==> src/hw/rtl/lmts_pkg.sv <==
`default_nettype none

package lmts_pkg;

   // Display mode codes, as reported on the result channel
   typedef enum logic [1:0] {
      MODE_HORZ_BLANK = 2'd0,
      MODE_VERT_BLANK = 2'd1,
      MODE_OBJ_SCAN   = 2'd2,
      MODE_XFER       = 2'd3
   } lcd_mode_type;

   // Configuration register indexes
   typedef enum logic [2:0] {
      CSR_LCD_ENABLE        = 3'd0,
      CSR_HBLANK_IRQ_ENABLE = 3'd1,
      CSR_VBLANK_IRQ_ENABLE = 3'd2,
      CSR_OAM_IRQ_ENABLE    = 3'd3,
      CSR_LINE_IRQ_ENABLE   = 3'd4,
      CSR_MATCH_ON_EQUAL    = 3'd5,
      CSR_COMPARE_LINE      = 3'd6
   } csr_index_type;

   localparam int unsigned DOT_W  = 10;
   localparam int unsigned LINE_W = 8;
   localparam int unsigned ELAP_W = 8;

   // Phase lengths in dots
   localparam logic [DOT_W-1:0] LEN_OAM    = 10'd80;
   localparam logic [DOT_W-1:0] LEN_XFER   = 10'd172;
   localparam logic [DOT_W-1:0] LEN_HBLANK = 10'd204;
   localparam logic [DOT_W-1:0] LEN_LINE   = 10'd456;

   // Line numbers
   localparam logic [LINE_W-1:0] FIRST_VBLANK_LINE = 8'd144;
   localparam logic [LINE_W-1:0] LAST_LINE         = 8'd153;

endpackage

`default_nettype wire

==> src/hw/rtl/lcd_mode_timing_sequencer_unit.sv <==
// LCD mode timing sequencer.
// Request channel (req_*): one item per step carries the time, in dots, elapsed
// since the previous step. It is taken at an edge with req_valid high and
// req_stall low.
// Response channel (rsp_*): one item per request with the display mode, the
// current line and the render, frame-done and interrupt-flag pulses. It is
// taken at an edge with rsp_valid high and rsp_stall low.
// Configuration (csr_*): always ready; the user must write it only while
// the block is idle; the block does not enforce this. A request is held in
// the input register, then its response in the result register. Throughput
// is one item per clock while rsp_stall is low; the dot/line/mode update is
// a single add and compare per cycle. When the receiver stalls, the response
// holds and one more request can wait in the input register; after that
// req_stall rises. Reset clears the timing state (hblank, dot 0, line 0),
// all configuration registers and both valid flags.
`default_nettype none

module lcd_mode_timing_sequencer_unit
   import lmts_pkg::*;
(
   input  wire logic              clock,
   input  wire logic              reset,
   // request channel
   input  wire logic              req_valid,
   output logic                   req_stall,
   input  wire logic [ELAP_W-1:0] req_elapsed_cycles,
   // response channel
   output logic                   rsp_valid,
   input  wire logic              rsp_stall,
   output logic [1:0]             rsp_lcd_mode,
   output logic [LINE_W-1:0]      rsp_current_line,
   output logic                   rsp_line_render_pulse,
   output logic                   rsp_frame_done_pulse,
   output logic                   rsp_irq_flag_write,
   output logic                   rsp_irq_flag_value,
   // configuration port
   input  wire logic              csr_valid,
   output logic                   csr_ready,
   input  wire logic [2:0]        csr_index,
   input  wire logic [7:0]        csr_wdata
);

   // configuration registers
   logic              lcd_enable_ff;
   logic              hblank_irq_en_ff;
   logic              vblank_irq_en_ff;
   logic              oam_irq_en_ff;
   logic              line_irq_en_ff;
   logic              match_on_equal_ff;
   logic [LINE_W-1:0] compare_line_ff;

   // timing state
   lcd_mode_type      mode_ff, mode_in;
   logic [DOT_W-1:0]  dot_ff, dot_in;
   logic [LINE_W-1:0] line_ff, line_in;

   // input stage
   logic              in_valid_ff, in_valid_in;
   logic [ELAP_W-1:0] elapsed_ff;

   // result stage
   logic              out_valid_ff, out_valid_in;
   logic [1:0]        out_mode_ff;
   logic [LINE_W-1:0] out_line_ff;
   logic              out_render_ff, out_frame_ff, out_wr_ff, out_val_ff;

   // step logic
   logic              in_load, out_load;
   logic [DOT_W-1:0]  dot_sum;
   logic [LINE_W-1:0] line_next;
   logic              line_eq, line_irq_val;
   logic              render, frame, wr, val;

   assign csr_ready = 1'b1;

   // Configuration writes
   always_ff @(posedge clock) begin
      if (reset) begin
         lcd_enable_ff     <= 1'b0;
         hblank_irq_en_ff  <= 1'b0;
         vblank_irq_en_ff  <= 1'b0;
         oam_irq_en_ff     <= 1'b0;
         line_irq_en_ff    <= 1'b0;
         match_on_equal_ff <= 1'b0;
         compare_line_ff   <= '0;
      end else if (csr_valid && csr_ready) begin
         case (csr_index)
            CSR_LCD_ENABLE:        lcd_enable_ff     <= csr_wdata[0];
            CSR_HBLANK_IRQ_ENABLE: hblank_irq_en_ff  <= csr_wdata[0];
            CSR_VBLANK_IRQ_ENABLE: vblank_irq_en_ff  <= csr_wdata[0];
            CSR_OAM_IRQ_ENABLE:    oam_irq_en_ff     <= csr_wdata[0];
            CSR_LINE_IRQ_ENABLE:   line_irq_en_ff    <= csr_wdata[0];
            CSR_MATCH_ON_EQUAL:    match_on_equal_ff <= csr_wdata[0];
            CSR_COMPARE_LINE:      compare_line_ff   <= csr_wdata;
            default: ;
         endcase
      end
   end

   // Handshake: the result register frees up when empty or when taken
   assign out_load     = in_valid_ff && (!out_valid_ff || !rsp_stall);
   assign req_stall    = in_valid_ff && !out_load;
   assign in_load      = req_valid && !req_stall;
   assign in_valid_in  = in_load || (in_valid_ff && !out_load);
   assign out_valid_in = out_load || (out_valid_ff && rsp_stall);

   // One timing step
   assign dot_sum      = dot_ff + {{(DOT_W-ELAP_W){1'b0}}, elapsed_ff};
   assign line_next    = line_ff + 1'b1;
   assign line_eq      = (line_next == compare_line_ff);
   assign line_irq_val = match_on_equal_ff ? line_eq : !line_eq;

   always_comb begin
      mode_in = mode_ff;
      dot_in  = dot_ff;
      line_in = line_ff;
      render  = 1'b0;
      frame   = 1'b0;
      wr      = 1'b0;
      val     = 1'b0;
      if (!lcd_enable_ff) begin
         mode_in = MODE_VERT_BLANK;
         line_in = '0;
      end else begin
         dot_in = dot_sum;
         case (mode_ff)
            MODE_HORZ_BLANK: begin
               if (dot_sum >= LEN_HBLANK) begin
                  dot_in  = '0;
                  line_in = line_next;
                  if (line_irq_en_ff) begin
                     wr  = 1'b1;
                     val = line_irq_val;
                  end
                  if (line_next == FIRST_VBLANK_LINE) begin
                     mode_in = MODE_VERT_BLANK;
                     frame   = 1'b1;
                     if (vblank_irq_en_ff) begin
                        wr  = 1'b1;
                        val = 1'b1;
                     end
                  end else begin
                     mode_in = MODE_OBJ_SCAN;
                     if (oam_irq_en_ff) begin
                        wr  = 1'b1;
                        val = 1'b1;
                     end
                  end
               end
            end
            MODE_VERT_BLANK: begin
               if (dot_sum >= LEN_LINE) begin
                  dot_in  = '0;
                  line_in = line_next;
                  if (line_irq_en_ff) begin
                     wr  = 1'b1;
                     val = line_irq_val;
                  end
                  // wrap after the last vblank line
                  if (line_next > LAST_LINE) begin
                     line_in = '0;
                     mode_in = MODE_OBJ_SCAN;
                     if (oam_irq_en_ff) begin
                        wr  = 1'b1;
                        val = 1'b1;
                     end
                  end
               end
            end
            MODE_OBJ_SCAN: begin
               if (dot_sum >= LEN_OAM) begin
                  dot_in  = '0;
                  mode_in = MODE_XFER;
               end
            end
            MODE_XFER: begin
               if (dot_sum >= LEN_XFER) begin
                  dot_in  = '0;
                  mode_in = MODE_HORZ_BLANK;
                  render  = 1'b1;
                  if (hblank_irq_en_ff) begin
                     wr  = 1'b1;
                     val = 1'b1;
                  end
               end
            end
            default: ;
         endcase
      end
   end

   // Control and timing state
   always_ff @(posedge clock) begin
      if (reset) begin
         in_valid_ff  <= 1'b0;
         out_valid_ff <= 1'b0;
         mode_ff      <= MODE_HORZ_BLANK;
         dot_ff       <= '0;
         line_ff      <= '0;
      end else begin
         in_valid_ff  <= in_valid_in;
         out_valid_ff <= out_valid_in;
         if (out_load) begin
            mode_ff <= mode_in;
            dot_ff  <= dot_in;
            line_ff <= line_in;
         end
      end
   end

   // Payload registers
   always_ff @(posedge clock) begin
      if (in_load) begin
         elapsed_ff <= req_elapsed_cycles;
      end
      if (out_load) begin
         out_mode_ff   <= mode_in;
         out_line_ff   <= line_in;
         out_render_ff <= render;
         out_frame_ff  <= frame;
         out_wr_ff     <= wr;
         out_val_ff    <= val;
      end
   end

   assign rsp_valid             = out_valid_ff;
   assign rsp_lcd_mode          = out_mode_ff;
   assign rsp_current_line      = out_line_ff;
   assign rsp_line_render_pulse = out_render_ff;
   assign rsp_frame_done_pulse  = out_frame_ff;
   assign rsp_irq_flag_write    = out_wr_ff;
   assign rsp_irq_flag_value    = out_val_ff;

   // Checks
   a_line_range: assert property (@(posedge clock) disable iff (reset)
      rsp_valid |-> (rsp_current_line <= LAST_LINE))
      else $error("line counter out of range");

   a_frame_entry: assert property (@(posedge clock) disable iff (reset)
      (rsp_valid && rsp_frame_done_pulse) |->
         (rsp_lcd_mode == MODE_VERT_BLANK && rsp_current_line == FIRST_VBLANK_LINE))
      else $error("frame done without vblank entry at first vblank line");

   a_render_hblank: assert property (@(posedge clock) disable iff (reset)
      (rsp_valid && rsp_line_render_pulse) |-> (rsp_lcd_mode == MODE_HORZ_BLANK))
      else $error("render pulse outside hblank entry");

   a_irq_value: assert property (@(posedge clock) disable iff (reset)
      (rsp_valid && rsp_irq_flag_value) |-> rsp_irq_flag_write)
      else $error("interrupt flag value without write");

   a_dot_reset: assert property (@(posedge clock) disable iff (reset)
      (out_load && lcd_enable_ff && mode_in != mode_ff) |=> (dot_ff == '0))
      else $error("dot counter not cleared on mode change");

endmodule

`default_nettype wire

==> config.mk <==
export PLATFORM = sky130hd
export DESIGN_NAME = lcd_mode_timing_sequencer_unit
export DESIGN_NICKNAME = d
export VERILOG_FILES = /design/src/hw/rtl/lmts_pkg.sv /design/src/hw/rtl/lcd_mode_timing_sequencer_unit.sv
export SDC_FILE = /design/constraint.sdc
export NUM_CORES = 1
export LEC_CHECK = 0
export BUFFER_PORTS_ARGS = -buffer_cell sky130_fd_sc_hd__buf_2
export CAP_MARGIN = 20
export CORE_ASPECT_RATIO = 2
export CORE_MARGIN = 5
export CORE_UTILIZATION = 53
export DETAILED_ROUTE_END_ITERATION = 12
export PLACE_DENSITY_LB_ADDON = 0.2
export SYNTH_ARGS = -nofsm -noshare
export SYNTH_HDL_FRONTEND = slang
export SYNTH_SLANG_ARGS = --single-unit
==> constraint.sdc <==
create_clock -name clock -period 3.19 [get_ports clock]
set_input_delay 0.319 -clock clock [delete_from_list [all_inputs] [get_ports clock]]
set_output_delay 0.319 -clock clock [all_outputs]
set_load 0.02 [all_outputs]
Word-level counts from Yosys, hierarchy flattened
Cells that the tools add are included.

Add/subtract/negate cells: 2. Multipliers: 0. Divide/modulo/power cells: 0. Magnitude comparators: 5. Equal/unequal tests: 11. Shifts and indexed selects: 0. Muxes and demuxes: 39. Bitwise logic cells: 0. Reduce and logical (&&, ||, !) cells: 24.

Operators by type and width (count): two-way mux 10 bit (4); one-hot mux 10 bit (4 select lines) (1); two-way mux 8 bit (4); greater-or-equal comparator 10 x 8 -> 1 bit, second input constant (2); two-way mux 1 bit (19); AND reduction 2 bit (9); one-hot mux 8 bit (2 select lines) (1); two-way mux 2 bit (7); adder 10 x 8 -> 10 bit (1); greater-or-equal comparator 10 x 7 -> 1 bit, second input constant (1); greater-or-equal comparator 10 x 9 -> 1 bit, second input constant (1); equality test 3 bit, second input constant (3); adder 8 x 1 -> 8 bit, second input constant (1); equality test 8 bit (1); equality test 8 bit, second input constant (1); > comparator 8 bit, second input constant (1); one-hot mux 2 bit (4 select lines) (1); equality test 3 x 2 -> 1 bit, second input constant (2); one-hot mux 1 bit (3 select lines) (2); zero test 1 bit (5); equality test 2 bit, second input constant (2); logical AND 1 bit (4); equality test 3 x 1 -> 1 bit, second input constant (1); zero test 3 bit (1); other kinds (4) (6).

Flip-flop bits (word level): 58. Bits in latches: 0. RAM bits: 0. ROM bits: 0. Input bits: 24. Output and inout bits: 17. Logic and storage cells: 100. Memories kept: 0.

Longest topological paths before layout
Word-level depth: 9. Depth in mapped cells: 11.

Worst setup path before layout
Ideal clock, no wire load.

Path type: register to register. Start point: reg elapsed_ff[0]. End point: reg out_line_ff[0] (netlist: rsp_current_line[0]) (data pin). Setup time: 267 ps. Data arrival time: 2814 ps. Required time: 2923 ps. Path slack: 109 ps. Stages on the path, launching flop included: 12. Clock period less this slack: 3081 ps. Cell sequence: edfxtp_1 -> ha_1 -> fa_1 -> a21o_1 -> a311o_1 -> nand3_1 -> nand2_1 -> o31a_1 -> a211oi_4 -> buf_6 -> a2bb2oi_1 -> nor2_1.

Word-level cells in the longest chain between the ends: 5.

RTL lines: start: declaration (RTL line lcd_mode_timing_sequencer_unit.sv:59) `logic [ELAP_W-1:0] elapsed_ff;`; start signal: assignment (RTL line lcd_mode_timing_sequencer_unit.sv:214) `elapsed_ff <= req_elapsed_cycles;`; adder 10 x 8 -> 10 bit (*) (RTL line lcd_mode_timing_sequencer_unit.sv:108) `assign dot_sum = dot_ff + {{(DOT_W-ELAP_W){1'b0}}, elapsed_ff};`; greater-or-equal comparator 10 x 9 -> 1 bit or greater-or-equal comparator 10 x 8 -> 1 bit (tied branches) (RTL line lcd_mode_timing_sequencer_unit.sv:152, lcd_mode_timing_sequencer_unit.sv:128); two-way mux 8 bit, on equally long branches (RTL line lcd_mode_timing_sequencer_unit.sv:152, lcd_mode_timing_sequencer_unit.sv:128); one-hot mux 8 bit (2 select lines) (*) (RTL line lcd_mode_timing_sequencer_unit.sv:126) `case (mode_ff)`; two-way mux 8 bit (*) (RTL line lcd_mode_timing_sequencer_unit.sv:121) `if (!lcd_enable_ff) begin`; net line_in[0] (RTL line lcd_mode_timing_sequencer_unit.sv:55) `logic [LINE_W-1:0] line_ff, line_in;`; end signal: assignment (RTL line lcd_mode_timing_sequencer_unit.sv:218) `out_line_ff <= line_in;`; end: declaration (RTL line lcd_mode_timing_sequencer_unit.sv:64) `logic [LINE_W-1:0] out_line_ff;`.

The timed path passes the listed nets; every way through them passes the cells marked *. A chain may end at the register's enable or synchronous reset.

Worst setup path after layout
Start point: reg elapsed_ff[7]. End point: reg dot_ff[8].

Word-level cells in the longest chain between the ends: 4.

RTL lines: adder 10 x 8 -> 10 bit (*) (RTL line lcd_mode_timing_sequencer_unit.sv:108); greater-or-equal comparator 10 x 8 -> 1 bit (tied with other cells) (RTL line lcd_mode_timing_sequencer_unit.sv:177) `if (dot_sum >= LEN_XFER) begin`; two-way mux 10 bit, on equally long branches; one-hot mux 10 bit (4 select lines) (*) (RTL line lcd_mode_timing_sequencer_unit.sv:126); end signal: assignment (RTL line lcd_mode_timing_sequencer_unit.sv:205) `dot_ff <= dot_in;`; end: declaration (RTL line lcd_mode_timing_sequencer_unit.sv:54) `logic [DOT_W-1:0] dot_ff, dot_in;`.

Mark *: on every way between the ends. The rest lies on a longest branch, timed or not.

==> results.txt <==
The run finished, with violations left. The final reports fail on setup timing. The share of the cycle needed by the critical path after routing came out at 101%.

After the first detailed-routing iteration, the DRC count stood at 213. Using the TritonRoute via totals, the vias-per-cell ratio works out to 6.10. The maximum achievable frequency came out at 310 MHz. Commonest register cell after synthesis: dfxtp_1. The HPWL reported at the end of detailed placement came out at 6890 um. In the synthesized netlist, the number of instances is 379.

The share of total power dissipated in combinational logic is 9.3%. The number of hold buffers added after CTS was 0. STA classifies the critical path startpoint as a register.

The biggest area contributor in the post-synthesis netlist is dfxtp_1. For the internal power, the log shows 1.45 mW. The via count of the first global-routing pass is 3,140. In this run, CTS created clock tree buffers numbering 9. The floorplan step defined a die boundary enclosing 8320 um^2.

After synthesis, the cell types taking the most area are dfxtp_1, edfxtp_1, nand2_1, xnor2_1, ha_1. The routing usage on met1 was 21.0%. The analysis attributes to net switching a power of 0.426 mW. Summing all placed instances gives a cell area of 3810 um^2. After synthesis the netlist holds a flip-flop and latch count of 58. In this run the mean area of a mapped cell was 9.10 um^2. The synthesized design contains 22 enable-type register cells. After routing the design area is 4180 um^2. In the global route stage, met2 resource usage came out at 42.4%. The tools report the leakage power as 1.59 nW. The buffer type at the clock tree root was clkbuf_16. The tools report the number of core rows as 41.

The total number of vias came out at 3,178. Cells with a size suffix above 1 make up 22.1% of the layout. The sequential area share after synthesis was 40.0%. In the routed design, unresolved DRC markers number 0. After detailed routing, the average wire length per cell comes to 17.5 um. Counting flops with an async set or reset pin after synthesis yields a share of 0%. Net switching is 22.7% of the power. The Yosys step of the flow raised 0 warnings.

The clock passes through at most 2 buffers. Measured along the x axis, the die boundary spans 67.0 um. The unique cell type count in the Yosys netlist came out at 63. The total area inside the core boundary comes to 6310 um^2. The count of nets left with antenna violations once routing finished came out at 0.

The number of max-slew violations in the final report is 0. From synthesis to final layout, the design area changed by 21.2%. Antenna diode instance count: 0. The clock latency reported for the late side of the worst-skew pair was 330 ps. After global routing the overflow that remains totals 0.

Port buffering added 39 buffers. In the final timing run, aggregate negative setup slack is -212 ps. In this run the vertical extent of the chip is 124 um. The maximum VDD drop is 0.389 mV.

At the placement stage, the worst setup path has a slack of -2.77 ps. The required time at the endpoint of the critical path was 3400 ps; the number of antenna violations at the first check in global routing was 0. Headroom to the max-slew limit came out at 39.9%. The first-pass GRT wire length is 14,400 um. The final routed wirelength across all metal layers was 9100 um. For this run, the detailed router's first-pass iteration total came to 4. The top cell type by area accounts for 20.9% of the synthesized area.

The met3 track demand over resource was 5.14%; the post-synth net total was 414. For the post-route worst setup slack, the log shows -34.9 ps. The final-layout fill cell count is 538. For the final database, setup skew stands at 7.38 ps. For flop-to-flop paths, the worst setup slack is -30 ps. Once the floorplan was initialized, standard cells occupied 54.7% of the core. The weighted congestion at the end of routability-driven global placement was 0.956; the arrival time at the worst endpoint was 3440 ps. The part of the total power dissipated in sequential elements was 42.8%.

The layer flagged by global routing as most heavily used is met2. In this run the power density over the cells is 449 nW/um^2. Type of element capturing the critical path: a register.

The tools report the boundary pin count as 41. For the maximum level of the CTS H-tree, the log shows 3. The worst hold path belongs to the class in2reg. Final-report hold violation count: 0. Setup violations remaining at the end of the flow were counted as 9.

The pin count of the biggest net entering global routing is 26. Category of the critical setup timing path: reg2reg. Of all nets on the critical path, the largest fanout is 9. Final critical delay including setup and external delays: 3220 ps. In this run the cell area of the synthesized design comes to 3450 um^2. The clock network burns 47.9% of the power. Global routing used 23.7% of the available tracks across all layers.

At the pin with the least slew margin, the transition time is 900 ps. Clock-pin slew reported for the worst setup and hold paths after clock tree synthesis: 50 ps. TritonCTS built the clock tree.

The net count reported at finish was 465. The max-cap violation count was 0; the TritonCTS sink count was 58.
critical path, cell delays in order, from the launching register on:
cell and delay (ps):
edfxtp_1 380, ha_1 500, nand2_1 90, o21ai_0 460, a41oi_2 140, xnor2_1 180, o31a_1 300, buf_4 160
a211oi_4 280, buf_4 190, nor3_4 50, buf_12 160, a22o_1 230
power groups by stage:
stage               combinational [mW]  sequential, mW  clock [mW]
global route                     0.190           0.804       0.956
floorplan                        0.101           0.820           0
detailed placement               0.165           0.816           0
CTS                              0.166           0.802       0.915
finish                           0.175           0.803       0.899
global placement                 0.162           0.815           0
through the flow:
stage	utilization (%)	cells	total power, mW	hold slack [ps]
after global routing	66.3	521	1.95	160
after detailed placement	60.4	503	0.981	459
final	66.3	521	1.88	165
after global placement	60.4	503	0.977	456
after CTS	64.9	519	1.88	154
after floorplan	-	379	0.920	418
synthesized netlist by cell type (all sizes together), types with 2 or more instances:
library cell,count
mux2i,6
o22ai,4
nand2b,6
o211a,2
nand4,9
a211oi,8
a221oi,3
a31oi,4
a22o,9
o21ai,12
xor2,6
ha,10
and3,5
a2bb2oi,3
o31ai,4
a41oi,2
nor3,12
buf,5
clkbuf,14
nor4,5
nor3b,6
nand3,9
and2,3
nand2,36
a211o,4
dfxtp,36
nor2,32
a21o,6
edfxtp,22
or2,3
nor2b,2
a21oi,23
a21boi,2
o211ai,3
o21a,2
o31a,2
or3,7
a2111oi,4
inv,17
xnor2,15
o221ai,5
per-layer routing:
layer  routed length [um]  up-vias
met3                  320       58
met4                  792        0
met5                    0        -
li1                     -     1523
met1                 2980     1502
met2                 5010       95
cell usage in the layout (no fill, tap or decap), types with 9 or more instances in the layout:
master     Yosys  routed
dfxtp_1       36      36
o21ai_0       10       9
a21oi_1       22      22
clkbuf_16      0       9
a22o_1         9       9
edfxtp_1      22      22
nand2_1       36      36
nor3_1        11      10
nor2_1        32      32
inv_1         17      17
buf_4          1      18
buf_2          3      39
nand3_1        9       9
xnor2_1       15      13
nand4_1        9       9
logic make-up (layout without fill, tap and decap cells):
family	count (synthesis)	after routing	share of synthesized area [%]
other cells	1	1	0.109
xor+xnor	21	21	5.33
mux	7	7	2.07
simple gates	137	137	20.0
buf+inv	36	92	4.35
fa+ha+maj	11	11	4.21
flops	58	58	40.0
compound gates	108	108	23.9
layout make-up:
class	instances	area [um^2]	share of cell area [%]
Clock buffer	11	233	5.57
Clock inverter	5	45.0	1.08
Inverter	17	63.8	1.53
Multi-Input combinational cell	285	1990	47.6
Sequential cell	58	1380	33.0
Tap cell	86	108	2.57
Timing Repair Buffer	59	362	8.65
sequential cells by signal, indices dropped and copies added, names as in the netlist, 2 cells and up:
name,count
line_ff,8
elapsed_ff,8
compare_line_ff,8
rsp_current_line,8
mode_ff,2
rsp_lcd_mode,2
dot_ff,10
path summary, 6_finish.rpt:
kind                              startpoint                         endpoint  depth (start not counted)
max                  elapsed_ff[7]$_DFFE_PP_           dot_ff[8]$_SDFFE_PP0P_                         12
min                    req_elapsed_cycles[5]          elapsed_ff[5]$_DFFE_PP_                          1
max reg2reg          elapsed_ff[7]$_DFFE_PP_           dot_ff[8]$_SDFFE_PP0P_                         12
min reg2reg  compare_line_ff[1]$_SDFFE_PP0P_  compare_line_ff[1]$_SDFFE_PP0P_                          2
repair_timing:
item	in CTS	in global routing
pin swaps	0	2
setup buffers	0	2
resized for setup	1	14
setup endpoints to repair	1	31
No activity file was read; power rests on OpenSTA's default activity.
